## config.mk

```make
export PLATFORM = sky130hd
export DESIGN_NAME = event_adaptive_ema_trend
export DESIGN_NICKNAME = d
export VERILOG_FILES = /design/src/design/eat_pkg.sv /design/src/design/event_adaptive_ema_trend.sv /design/src/design/eat_mac.sv /design/src/design/eat_div.sv
export VERILOG_INCLUDE_DIRS = /design/src /design/src/design
export SDC_FILE = /design/constraint.sdc
export NUM_CORES = 2
export LEC_CHECK = 0
export BUFFER_PORTS_ARGS = -buffer_cell sky130_fd_sc_hd__buf_2
export CAP_MARGIN = 20
export CORE_UTILIZATION = 65
export CTS_CLUSTER_SIZE = 25
export DETAILED_ROUTE_END_ITERATION = 8
export HOLD_SLACK_MARGIN = 0.03
export PLACE_DENSITY = 0.9
export SETUP_SLACK_MARGIN = 0.5
export SKIP_CTS_REPAIR_TIMING = 1
export SYNTH_ARGS = -nofsm -noshare
export SYNTH_HDL_FRONTEND = slang
export SYNTH_HIERARCHICAL = 1
export SYNTH_SLANG_ARGS = --single-unit
```

## constraint.sdc

```tcl
create_clock -name clk_i -period 10.7 [get_ports clk_i]
set_clock_uncertainty 0.1 [all_clocks]
set_input_delay 1.605 -clock clk_i [delete_from_list [all_inputs] [get_ports clk_i]]
set_output_delay 1.605 -clock clk_i [all_outputs]
set_load 0.02 [all_outputs]
```

## src/design/assert_macros.svh

```systemverilog
// Assertion macros included by the detrender design.
`ifndef ASSERT_MACROS_SVH
`define ASSERT_MACROS_SVH
`ifndef SYNTHESIS
// Checked property with the asynchronous reset masking it.
`define EAT_ASSERT(lbl, clk, rstn, prop) \
  lbl: assert property (@(posedge clk) disable iff (!rstn) prop) \
    else $error("eat assertion failed");
// Checked property that holds through reset as well.
`define EAT_ASSERT_ALWAYS(lbl, clk, prop) \
  lbl: assert property (@(posedge clk) prop) \
    else $error("eat assertion failed");
`else
`define EAT_ASSERT(lbl, clk, rstn, prop)
`define EAT_ASSERT_ALWAYS(lbl, clk, prop)
`endif
`endif

```

## src/design/eat_pkg.sv

```systemverilog
`timescale 1ns / 1ps
package eat_pkg;

  // Widths of the serial arithmetic units.
  localparam int AccW  = 58;
  localparam int MulBW = 17;
  localparam int DivW  = 34;

  // Input actions.
  typedef enum logic [1:0] {
    ACT_PRICE  = 2'd0,
    ACT_RATE   = 2'd1,
    ACT_INTR   = 2'd2,
    ACT_RESUME = 2'd3
  } action_e;

  // Word sources.
  localparam logic [1:0] SRC_DEP   = 2'd0;
  localparam logic [1:0] SRC_INDEP = 2'd1;

  // Configuration register indexes.
  localparam logic REG_BASE_DECAY    = 1'b0;
  localparam logic REG_OFFLINE_RATIO = 1'b1;

  // Status of a multi-cycle unit.
  typedef struct packed {
    logic busy;
    logic done;
  } unit_sts_t;

endpackage

```

## src/design/event_adaptive_ema_trend.sv

```systemverilog
`timescale 1ns / 1ps
// Event-adaptive EMA detrender. Each price word from the dependent instrument
// yields one trend word, price minus average in signed Q24.8, rounded and saturated;
// once output is ready and the feed runs, it first updates an exponential moving average
// (Q24.16). An interrupt from either instrument yields a zero word. Rate words set the
// decay to base_decay raised to a power taken from the event-count ratio. One word is
// handled at a time through a shared bit-serial multiply-accumulate unit and a bit-serial
// divider. A rate word multiplies once for each step of the power, up to
// RATIO_FACTOR squared minus one steps; an initialisation adds RATIO_FACTOR - 1 steps.
// A finished word waits in an output register, so the input is free again while it is
// still stalled downstream.
`include "assert_macros.svh"
module event_adaptive_ema_trend #(
  parameter int RATIO_FACTOR = 5
) (
  input  logic               clk_i,
  input  logic               rst_ni,
  input  logic               in_valid_i,
  output logic               in_stall_o,
  input  logic [1:0]         action_i,
  input  logic [1:0]         source_i,
  input  logic [31:0]        price_i,
  input  logic [15:0]        dep_events_i,
  input  logic [15:0]        indep_events_i,
  input  logic               dep_book_ready_i,
  input  logic               indep_book_ready_i,
  output logic               out_valid_o,
  input  logic               out_stall_i,
  output logic signed [31:0] trend_value_o,
  input  logic               cfg_we_i,
  input  logic               cfg_idx_i,
  input  logic [15:0]        cfg_data_i
);

  localparam int AccW   = eat_pkg::AccW;
  localparam int DivW   = eat_pkg::DivW;
  localparam int MaxIdx = RATIO_FACTOR * RATIO_FACTOR;
  localparam int IdxW   = $clog2(MaxIdx + 1);
  localparam int NumK   = 2 * 256 * RATIO_FACTOR;

  localparam logic [2:0] S_IDLE = 3'd0;
  localparam logic [2:0] S_POWC = 3'd1;
  localparam logic [2:0] S_MACL = 3'd2;
  localparam logic [2:0] S_MACW = 3'd3;
  localparam logic [2:0] S_DIVL = 3'd4;
  localparam logic [2:0] S_DIVW = 3'd5;
  localparam logic [2:0] S_TRD  = 3'd6;
  localparam logic [2:0] S_EMIT = 3'd7;

  localparam logic [1:0] OP_POW = 2'd0;
  localparam logic [1:0] OP_DEN = 2'd1;
  localparam logic [1:0] OP_PR1 = 2'd2;
  localparam logic [1:0] OP_PR2 = 2'd3;

  logic [2:0]              state_q;
  logic                    rates_ready_q, out_ready_q, dep_st_q, indep_st_q, feed_st_q;
  logic                    emit_q, out_valid_q;
  logic [15:0]             base_q, off_q, decay_q, p_q, indep_q;
  logic [39:0]             avg_q;
  logic [31:0]             lp_q, th_q, out_data_q;
  logic [IdxW-1:0]         cnt_q;
  logic [1:0]              mac_op_q;
  logic [AccW-1:0]         mac_a_q, mac_init_q, mac_acc;
  logic [eat_pkg::MulBW-1:0] mac_b_q;
  logic [DivW-1:0]         div_n_q, div_d_q, quot;
  eat_pkg::unit_sts_t      mac_sts, div_sts;
  logic                    mac_start, div_start, accept, out_free;
  eat_pkg::action_e        act;
  logic signed [41:0]      diff_s;
  logic signed [33:0]      t_s;
  logic [31:0]             t_sat;
  logic [IdxW-1:0]         idx;

  assign accept     = in_valid_i && (state_q == S_IDLE);
  assign in_stall_o = (state_q != S_IDLE);
  assign mac_start  = (state_q == S_MACL);
  assign div_start  = (state_q == S_DIVL);
  assign out_free   = !out_valid_q || !out_stall_i;
  assign act        = eat_pkg::action_e'(action_i);

  // Shared serial units.
  eat_mac u_mac (
    .clk_i  (clk_i),
    .rst_ni (rst_ni),
    .start_i(mac_start),
    .a_i    (mac_a_q),
    .b_i    (mac_b_q),
    .init_i (mac_init_q),
    .sts_o  (mac_sts),
    .acc_o  (mac_acc)
  );

  eat_div u_div (
    .clk_i     (clk_i),
    .rst_ni    (rst_ni),
    .start_i   (div_start),
    .dividend_i(div_n_q),
    .divisor_i (div_d_q),
    .sts_o     (div_sts),
    .quot_o    (quot)
  );

  // Trend: rounded Q24.8 difference, saturated to 32 bits.
  always_comb begin
    diff_s = $signed({2'b00, lp_q, 8'h00}) - $signed({2'b00, avg_q});
    t_s    = 34'((diff_s + 42'sd128) >>> 8);
    if (t_s[33:31] == 3'b000 || t_s[33:31] == 3'b111) begin
      t_sat = t_s[31:0];
    end else if (t_s[33]) begin
      t_sat = 32'h8000_0000;
    end else begin
      t_sat = 32'h7FFF_FFFF;
    end
  end

  // Power index from the rounded ratio, clamped to its range.
  always_comb begin
    if (quot > DivW'(MaxIdx)) begin
      idx = IdxW'(MaxIdx);
    end else if (quot == '0) begin
      idx = IdxW'(1);
    end else begin
      idx = quot[IdxW-1:0];
    end
  end

  // Sequencer.
  always_ff @(posedge clk_i or negedge rst_ni) begin
    if (!rst_ni) begin
      state_q       <= S_IDLE;
      rates_ready_q <= 1'b0;
      out_ready_q   <= 1'b0;
      dep_st_q      <= 1'b0;
      indep_st_q    <= 1'b0;
      feed_st_q     <= 1'b0;
      emit_q        <= 1'b0;
      base_q        <= 16'd62000;
      off_q         <= 16'd256;
      avg_q         <= '0;
      lp_q          <= '0;
      decay_q       <= '0;
      th_q          <= '0;
      p_q           <= '0;
      cnt_q         <= '0;
      mac_op_q      <= OP_POW;
      mac_a_q       <= '0;
      mac_b_q       <= '0;
      mac_init_q    <= '0;
      div_n_q       <= '0;
      div_d_q       <= '0;
      indep_q       <= '0;
    end else begin
      if (cfg_we_i) begin
        unique case (cfg_idx_i)
          eat_pkg::REG_BASE_DECAY:    base_q <= cfg_data_i;
          eat_pkg::REG_OFFLINE_RATIO: off_q  <= cfg_data_i;
          default: ;
        endcase
      end
      unique case (state_q)
        S_IDLE: begin
          if (accept) begin
            emit_q <= 1'b0;
            unique case (act)
              eat_pkg::ACT_PRICE: begin
                if (source_i == eat_pkg::SRC_DEP) begin
                  lp_q   <= price_i;
                  emit_q <= 1'b1;
                  state_q <= S_EMIT;
                  if (!out_ready_q) begin
                    if (dep_book_ready_i && rates_ready_q) begin
                      out_ready_q <= 1'b1;
                      avg_q       <= {price_i, 8'h00};
                      th_q        <= '0;
                      p_q         <= base_q;
                      cnt_q       <= IdxW'(RATIO_FACTOR - 1);
                      state_q     <= S_POWC;
                    end
                  end else if (!feed_st_q) begin
                    mac_a_q    <= AccW'(price_i);
                    mac_b_q    <= 17'h10000 - {1'b0, decay_q};
                    mac_init_q <= AccW'(128);
                    mac_op_q   <= OP_PR1;
                    state_q    <= S_MACL;
                  end
                end
              end
              eat_pkg::ACT_RATE: begin
                if (!rates_ready_q) begin
                  if (dep_book_ready_i && indep_book_ready_i) begin
                    rates_ready_q <= 1'b1;
                    avg_q         <= {lp_q, 8'h00};
                    th_q          <= '0;
                    p_q           <= base_q;
                    cnt_q         <= IdxW'(RATIO_FACTOR - 1);
                    state_q       <= S_POWC;
                  end
                end else if (!feed_st_q) begin
                  if (dep_events_i == '0) begin
                    p_q     <= base_q;
                    cnt_q   <= IdxW'(RATIO_FACTOR - 1);
                    state_q <= S_POWC;
                  end else begin
                    indep_q    <= indep_events_i;
                    mac_a_q    <= AccW'(dep_events_i);
                    mac_b_q    <= {1'b0, (off_q == '0) ? 16'd1 : off_q};
                    mac_init_q <= '0;
                    mac_op_q   <= OP_DEN;
                    state_q    <= S_MACL;
                  end
                end
              end
              eat_pkg::ACT_INTR: begin
                if (source_i == eat_pkg::SRC_DEP || source_i == eat_pkg::SRC_INDEP) begin
                  if (source_i == eat_pkg::SRC_DEP) begin
                    dep_st_q <= 1'b1;
                  end else begin
                    indep_st_q <= 1'b1;
                  end
                  feed_st_q <= 1'b1;
                  th_q      <= '0;
                  emit_q    <= 1'b1;
                  state_q   <= S_EMIT;
                end
              end
              eat_pkg::ACT_RESUME: begin
                if (source_i == eat_pkg::SRC_DEP || source_i == eat_pkg::SRC_INDEP) begin
                  if (source_i == eat_pkg::SRC_DEP) begin
                    dep_st_q <= 1'b0;
                  end else begin
                    indep_st_q <= 1'b0;
                  end
                  // The side left stalled decides whether the feed comes back.
                  if ((source_i == eat_pkg::SRC_DEP) ? !indep_st_q : !dep_st_q) begin
                    feed_st_q <= 1'b0;
                    avg_q     <= {lp_q, 8'h00};
                    th_q      <= '0;
                    p_q       <= base_q;
                    cnt_q     <= IdxW'(RATIO_FACTOR - 1);
                    state_q   <= S_POWC;
                  end
                end
              end
              default: ;
            endcase
          end
        end
        S_POWC: begin
          if (cnt_q == '0) begin
            decay_q <= p_q;
            state_q <= emit_q ? S_EMIT : S_IDLE;
          end else begin
            mac_a_q    <= AccW'(p_q);
            mac_b_q    <= {1'b0, base_q};
            mac_init_q <= AccW'(32768);
            mac_op_q   <= OP_POW;
            state_q    <= S_MACL;
          end
        end
        S_MACL: state_q <= S_MACW;
        S_MACW: begin
          if (mac_sts.done) begin
            unique case (mac_op_q)
              OP_POW: begin
                p_q     <= mac_acc[31:16];
                cnt_q   <= cnt_q - 1'b1;
                state_q <= S_POWC;
              end
              OP_DEN: begin
                div_n_q <= DivW'(indep_q) * DivW'(NumK) + DivW'(mac_acc[31:0]);
                div_d_q <= DivW'({mac_acc[31:0], 1'b0});
                state_q <= S_DIVL;
              end
              OP_PR1: begin
                mac_a_q    <= AccW'(avg_q);
                mac_b_q    <= {1'b0, decay_q};
                mac_init_q <= {mac_acc[AccW-9:0], 8'h00};
                mac_op_q   <= OP_PR2;
                state_q    <= S_MACL;
              end
              OP_PR2: begin
                avg_q   <= mac_acc[55:16];
                state_q <= S_TRD;
              end
              default: ;
            endcase
          end
        end
        S_DIVL: state_q <= S_DIVW;
        S_DIVW: begin
          if (div_sts.done) begin
            p_q     <= base_q;
            cnt_q   <= idx - 1'b1;
            state_q <= S_POWC;
          end
        end
        S_TRD: begin
          th_q    <= t_sat;
          state_q <= S_EMIT;
        end
        S_EMIT: begin
          if (out_free) begin
            state_q <= S_IDLE;
          end
        end
        default: state_q <= S_IDLE;
      endcase
    end
  end

  // Output register: holds the word until it is taken.
  always_ff @(posedge clk_i or negedge rst_ni) begin
    if (!rst_ni) begin
      out_valid_q <= 1'b0;
    end else if (state_q == S_EMIT && out_free) begin
      out_valid_q <= 1'b1;
    end else if (!out_stall_i) begin
      out_valid_q <= 1'b0;
    end
  end

  always_ff @(posedge clk_i) begin
    if (state_q == S_EMIT && out_free) begin
      out_data_q <= th_q;
    end
  end

  assign out_valid_o   = out_valid_q;
  assign trend_value_o = $signed(out_data_q);

  // The serial multiplier is never restarted while it is running.
  `EAT_ASSERT(a_mac_free, clk_i, rst_ni, mac_start |-> !mac_sts.busy)
  // A new word appears only from the emit step.
  `EAT_ASSERT(a_emit_src, clk_i, rst_ni, $rose(out_valid_q) |-> $past(state_q) == S_EMIT)
  // The feed is stalled exactly while one side is.
  `EAT_ASSERT(a_feed, clk_i, rst_ni, feed_st_q == (dep_st_q || indep_st_q))
  // Remaining power steps stay below the largest index.
  `EAT_ASSERT(a_pow_cnt, clk_i, rst_ni, (state_q == S_POWC) |-> (cnt_q < IdxW'(MaxIdx)))

endmodule

```

## src/design/eat_mac.sv

```systemverilog
`timescale 1ns / 1ps
// Bit-serial multiply-accumulate: acc = init + a * b, one multiplier bit per cycle.
module eat_mac (
  input  logic                        clk_i,
  input  logic                        rst_ni,
  input  logic                        start_i,
  input  logic [eat_pkg::AccW-1:0]    a_i,
  input  logic [eat_pkg::MulBW-1:0]   b_i,
  input  logic [eat_pkg::AccW-1:0]    init_i,
  output eat_pkg::unit_sts_t          sts_o,
  output logic [eat_pkg::AccW-1:0]    acc_o
);

  localparam int CntW = $clog2(eat_pkg::MulBW + 1);

  logic [CntW-1:0]             cnt_q;
  logic                        busy_q, done_q;
  logic [eat_pkg::AccW-1:0]    a_q, acc_q;
  logic [eat_pkg::MulBW-1:0]   b_q;

  // Control: iteration count and completion pulse.
  always_ff @(posedge clk_i or negedge rst_ni) begin
    if (!rst_ni) begin
      cnt_q  <= '0;
      busy_q <= 1'b0;
      done_q <= 1'b0;
    end else begin
      done_q <= 1'b0;
      if (start_i) begin
        cnt_q  <= CntW'(eat_pkg::MulBW);
        busy_q <= 1'b1;
      end else if (busy_q) begin
        cnt_q <= cnt_q - 1'b1;
        if (cnt_q == CntW'(1)) begin
          busy_q <= 1'b0;
          done_q <= 1'b1;
        end
      end
    end
  end

  // Datapath: add the shifted multiplicand when the low multiplier bit is set.
  always_ff @(posedge clk_i) begin
    if (start_i) begin
      a_q   <= a_i;
      b_q   <= b_i;
      acc_q <= init_i;
    end else if (busy_q) begin
      if (b_q[0]) begin
        acc_q <= acc_q + a_q;
      end
      a_q <= {a_q[eat_pkg::AccW-2:0], 1'b0};
      b_q <= {1'b0, b_q[eat_pkg::MulBW-1:1]};
    end
  end

  assign sts_o.busy = busy_q;
  assign sts_o.done = done_q;
  assign acc_o      = acc_q;

endmodule

```

## src/design/eat_div.sv

```systemverilog
`timescale 1ns / 1ps
// Restoring divider, one quotient bit per cycle.
module eat_div (
  input  logic                       clk_i,
  input  logic                       rst_ni,
  input  logic                       start_i,
  input  logic [eat_pkg::DivW-1:0]   dividend_i,
  input  logic [eat_pkg::DivW-1:0]   divisor_i,
  output eat_pkg::unit_sts_t         sts_o,
  output logic [eat_pkg::DivW-1:0]   quot_o
);

  localparam int CntW = $clog2(eat_pkg::DivW + 1);

  logic [CntW-1:0]            cnt_q;
  logic                       busy_q, done_q;
  logic [eat_pkg::DivW-1:0]   q_q, rem_q, dvs_q;
  logic [eat_pkg::DivW:0]     rem_sh, rem_sub;
  logic                       ge;

  // One trial subtraction per cycle.
  always_comb begin
    rem_sh  = {rem_q, q_q[eat_pkg::DivW-1]};
    ge      = rem_sh >= {1'b0, dvs_q};
    rem_sub = rem_sh - {1'b0, dvs_q};
  end

  // Control: bit count and completion pulse.
  always_ff @(posedge clk_i or negedge rst_ni) begin
    if (!rst_ni) begin
      cnt_q  <= '0;
      busy_q <= 1'b0;
      done_q <= 1'b0;
    end else begin
      done_q <= 1'b0;
      if (start_i) begin
        cnt_q  <= CntW'(eat_pkg::DivW);
        busy_q <= 1'b1;
      end else if (busy_q) begin
        cnt_q <= cnt_q - 1'b1;
        if (cnt_q == CntW'(1)) begin
          busy_q <= 1'b0;
          done_q <= 1'b1;
        end
      end
    end
  end

  // Datapath: the dividend shifts out as the quotient shifts in.
  always_ff @(posedge clk_i) begin
    if (start_i) begin
      q_q   <= dividend_i;
      rem_q <= '0;
      dvs_q <= divisor_i;
    end else if (busy_q) begin
      rem_q <= ge ? rem_sub[eat_pkg::DivW-1:0] : rem_sh[eat_pkg::DivW-1:0];
      q_q   <= {q_q[eat_pkg::DivW-2:0], ge};
    end
  end

  assign sts_o.busy = busy_q;
  assign sts_o.done = done_q;
  assign quot_o     = q_q;

endmodule

```

### Word level (Yosys, flattened, before mapping)

Index checks and enable logic that the tools add are counted.

| storage, ports and cells | value |
|---|---|
| register bits after elaboration | 680 |
| bits in latches | 0 |
| bits in writable memories | 0 |
| ROM bits | 0 |
| input bits | 92 |
| output and inout bits | 34 |
| word-level logic and storage cells | 325 |
| memories kept | 0 |

| operators by class | value |
|---|---|
| add/sub/neg operators | 10 |
| multipliers | 1 |
| div/mod/pow operators | 0 |
| magnitude comparators | 2 |
| equality and inequality tests | 51 |
| shift-type cells | 0 |
| muxes and demuxes | 176 |
| bitwise gates (word level) | 3 |
| reductions and logical operators | 46 |

Operators with widths:

| cell | number |
|---|---|
| 58-bit two-way mux | 25 |
| 40-bit two-way mux | 10 |
| 32-bit two-way mux | 11 |
| 58-bit one-hot mux with 3 select lines | 2 |
| 58-bit one-hot mux with 2 select lines | 2 |
| 16-bit two-way mux | 14 |
| 17-bit two-way mux | 12 |
| 32-bit one-hot mux with 4 select lines | 1 |
| 40-bit one-hot mux with 3 select lines | 1 |
| 34-bit two-way mux | 3 |
| 16-bit one-hot mux with 3 select lines | 2 |
| 5-bit two-way mux | 17 |
| 40-bit one-hot mux with 2 select lines | 1 |
| 32-bit one-hot mux with 2 select lines | 1 |
| 58-bit adder | 1 |
| 17-bit one-hot mux with 3 select lines | 1 |
| 3-bit two-way mux | 16 |
| 41-bit by 9-bit adder with 42-bit output, second input constant | 1 |
| 40-bit by 40-bit subtractor with 41-bit output | 1 |
| 3-bit != test, second input constant | 13 |
| 35-bit by 33-bit greater-or-equal comparator with 1-bit output | 1 |
| 34-bit by 5-bit > comparator with 1-bit output, second input constant | 1 |
| 34-bit zero test | 1 |
| 17-bit one-hot mux with 2 select lines | 1 |
| 45 further kinds | 150 |

### Longest topological paths before layout

| depth | value |
|---|---|
| depth after elaboration | 8 |
| depth in mapped cells | 24 |
| gate-level depth less buffers | 24 |

### Cells and area by module

The synthesis kept the hierarchy.

Modules (own cells, without submodules):

| module | instances | cells each | area each (µm²) |
|---|---|---|---|
| event_adaptive_ema_trend | 1 | 2,220 | 21,654.5 |
| eat_mac | 1 | 902 | 9,252.6 |
| eat_div | 1 | 614 | 6,323.6 |

### Worst setup path after synthesis

Ideal clock, no wire load.

| path | value |
|---|---|
| path kind | reg2reg |
| start | reg indep_q[1] |
| end | reg div_n_q[30] |
| setup time | 0.134 ns |
| arrival | 4.281 ns |
| data required time | 10.466 ns |
| setup slack | 6.185 ns |
| stages on the path, launching flop included | 24 |
| path buffers | 0 |
| cell sequence | dfrtp_1 > ha_1 > ha_1 > inv_1 > fa_1 > nor2b_1 > o21ai_0 > a21boi_0 > o21ai_0 > a21boi_0 > o21ai_0 > a21boi_0 > o21ai_0 > a21oi_1 > nor2_1 > ha_1 > and2_1 > o21ai_0 > o21ai_0 > o41a_1 > a31oi_1 > nor2_1 > xnor2_1 > o21ai_0 |

| on the way | value |
|---|---|
| cells in the longest elaborated chain, start to end | 2 |

RTL lines:

| what | line | text |
|---|---|---|
| from (decl) | event_adaptive_ema_trend.sv:58 | `logic [15:0] base_q, off_q, decay_q, p_q, indep_q;` |
| from (signal assigned) | event_adaptive_ema_trend.sv:204 | `indep_q <= indep_events_i;` |
| 16-bit by 3-bit multiplier with 19-bit output | event_adaptive_ema_trend.sv:270 | `div_n_q <= DivW'(indep_q) * DivW'(NumK) + DivW'(mac_acc[31:0]);` |
| 28-bit by 32-bit adder with 33-bit output | event_adaptive_ema_trend.sv:270 |  |
| to (signal assigned) | event_adaptive_ema_trend.sv:270 |  |
| to (decl) | event_adaptive_ema_trend.sv:65 | `logic [DivW-1:0] div_n_q, div_d_q, quot;` |

No other way between the ends.
A chain may end at the register's enable or synchronous reset.

### Worst setup path in the final report

| path | value |
|---|---|
| start | reg indep_q[1] |
| end | reg div_n_q[29] |

The elaborated chain is that of the path after synthesis.

==> results.env <==
DPL-INSTANCE-AREA_SQ_MM=0.0380
POST_SYN_AREA_SQ_MM=0.0369
WORSTPATHREQUIRED_NS=11.06
SETUP-VIOLATIONS-FINAL=0
CLOCK_TREE.ROOT_CELL='clkbuf_16'
FINAL_NETS=4031
MAX_SLEW.WORST_PIN.SLEW_NS=1.12
CHIPHEIGHT_UM=240
ITER_0_DRT_VIOLATIONS=3777
TIMING.CRITICAL_PATH.TO='div_n_q[29]'
OUTCOME='completed'
CTS_BUFFERS=68
WORST_R2R_ENDPOINT='div_n_q[29]'
ARRIVAL_NS=6.39
STARTPOINT_TYPE='register'
CLOCK_TREE.HTREE_LEVEL_COUNT=3
FP.COREAREA_SQ_MM=0.0555
TIMING.REG2REG.SETUP_SLACK_NS=4.66
GRT_FIRST_PASS_WIRELENGTH_UM=161000
MAXSLEWHEADROOM_PCT=25.0
ROUTABILITYCONGESTION=0.996
TIMING.FINAL.MAX_SLEW_VIOLATIONS=0
WORSTSKEWPAIRLATENCY_NS=0.63
INITIAL_UTILIZATION_PCT=66.4
DRC=0
SYN_AREA_PER_CELL_SQ_UM=9.96
GLOBALROUTEOVERFLOWTOTAL=0
PORT-BUFFER-COUNT=125
FINALCOREUTILIZATION_PCT=72.9
MINIMUM_CLOCK_PERIOD_AFTER_LAYOUT_NS=6.04
GRT_MAX_DEGREE=148
ROW_COUNT=86
CRIT_PATH_END_KIND='register'
TIMING.CRITICAL_PATH.FANOUT_MAX=5
HOLDCRITPATHCLASS='register to register'
GLOBAL_ROUTE.USAGE.TOTAL_PCT=35.8
LAYOUT-DRIVE-GT1-SHARE_PCT=16.6
FINAL_CELL_AREA_SQ_MM=0.0405
TIMING_HOLD_VIOLATIONS_FINAL=0
SYNTHESIS.YOSYS.WARNINGS=6
TIMING.HOLD.WS_NS=0.341
TIMING.CRITICAL_PATH.FROM='indep_q[1]'
SYN_INST=3702
DRT-TOTAL-WL_UM=103000
AREA_DELTA_SYNTH_FINAL_PCT=9.74
NFILLCELLS=3710
DIEAREA_SQ_MM=0.0577
NUMBER_OF_SINKS_HANDLED_BY_CLOCK_TREE_SYNTHESIS=641
CLK_PIN_SLEW_WORST_PATHS_NS=0.06
MAX_FREQ_MHz=166
NUMBER_OF_CELLS_ON_THE_WORST_REG_TO_REG_PATH=23
POST_DRT_VIA_CELL_RATIO=6.64
REG2REG_FROM='indep_q[1]'
FIRST_PASS_ITERS=6
PLACE_HPWL_UM=70400
I_O_PIN_COUNT=126
CLOCKBUFFERDEPTH=3
ROUTE.DETAILED.WL_PER_INST_UM=22.6
FINALSETUPTNS_NS=0
NUMBER_OF_ANTENNA_VIOLATIONS_AT_THE_FIRST_CHECK_IN_GLOBAL_ROUTING=3
TRITONCTS_CLOCK_TREE='done'
SHARE_OF_THE_CLOCK_PERIOD_USED_BY_THE_WORST_PATH_PCT=56.4
CAP_VIOLATIONS=0
VIAS_IN_THE_FIRST_GLOBAL_ROUTE=29500
DIE_W_UM=240
DETAILROUTE.VIA_COUNT=30300
RSZ_0062_RAISED_AFTER_GLOBAL_ROUTING='no'
WORSTSETUPPATHTYPE='register to register'
DRT.ANTENNA.VIOLATING_NETS=0
[through the flow]
stage | setup WS, ns | cells
after global routing | 4.23 | 4564
after detailed placement | 5.21 | 4435
after floorplan | 6.18 | 3727
final | 4.66 | 4564
after global placement | 5.67 | 4435
after CTS | 4.80 | 4561
[per-layer routing]
layer	vias up	global-route usage, %	wire (um)
li1	13500	-	-
met1	14700	47.5	40700
met2	1777	56.9	47800
met3	363	6.72	9610
met4	4	16.5	4880
met5	-	0	34
[worst min-delay path by stage]
stage / startpoint / end / slack [ns] / cells past startpoint
floorplan: div_d_q[10] / u_div/dvs_q[10] / 0.32 / 0
global placement: div_d_q[12] / u_div/dvs_q[12] / 0.32 / 0
detailed placement: div_d_q[23] / u_div/dvs_q[23] / 0.33 / 0
CTS: div_d_q[10] / u_div/dvs_q[10] / 0.34 / 0
global route: div_d_q[23] / u_div/dvs_q[23] / 0.36 / 0
finish: div_d_q[10] / u_div/dvs_q[10] / 0.34 / 0
[critical path: stages (launching register included)]
cell	delay, ns
dfrtp_1	0.42
ha_1	0.30
ha_1	0.19
inv_1	0.07
fa_1	0.41
nor2b_1	0.13
o21ai_0	0.17
a21boi_0	0.46
o21ai_0	0.24
a21boi_0	0.35
o21ai_0	0.19
a21boi_0	0.27
o21ai_0	0.14
a21oi_1	0.19
nor2_1	0.07
ha_1	0.35
and2_1	0.19
o21ai_0	0.25
inv_1	0.09
a2111oi_0	0.61
o21ai_0	0.28
nand3_1	0.16
xor2_1	0.14
o21ai_0	0.09
[cell type report]
type                    instances  area (sq um)  area share (%)
well taps                     748           936            2.31
diodes                          1          2.50         0.00619
clock buffers                  86          1850            4.57
repair buffers                156           906            2.24
inverters                     138           518            1.28
clock inverters                40           611            1.51
flip-flops and latches        641         17000            42.1
multi-input cells            2754         18600            46.0
[sequential cells by signal (all words and copies together), names as in the netlist, 24 cells and up]
name	count
mac_a_q	40
lp_q	32
trend_value_o	32
div_d_q	32
u_mac/a_q	56
u_div/dvs_q	34
u_mac/acc_o	56
u_div/quot_o	34
div_n_q	24
mac_init_q	49
avg_q	40
u_div/rem_q	34
th_q	32
[cell usage in the layout, fill, tap and decap left out, types with 77 or more instances in the layout]
cell and count:
nand3_1 77, nand2_1 530, ha_1 176, xnor2_1 100, o21ai_0 350, mux2_2 275, dfrtp_1 368, xor2_1 79
a21oi_1 206, nor2_1 185, inv_1 136, edfxtp_1 229, buf_2 124
Power is not shown: default switching activity piles up to over one toggle a cycle in this logic, so the estimate is an artifact.
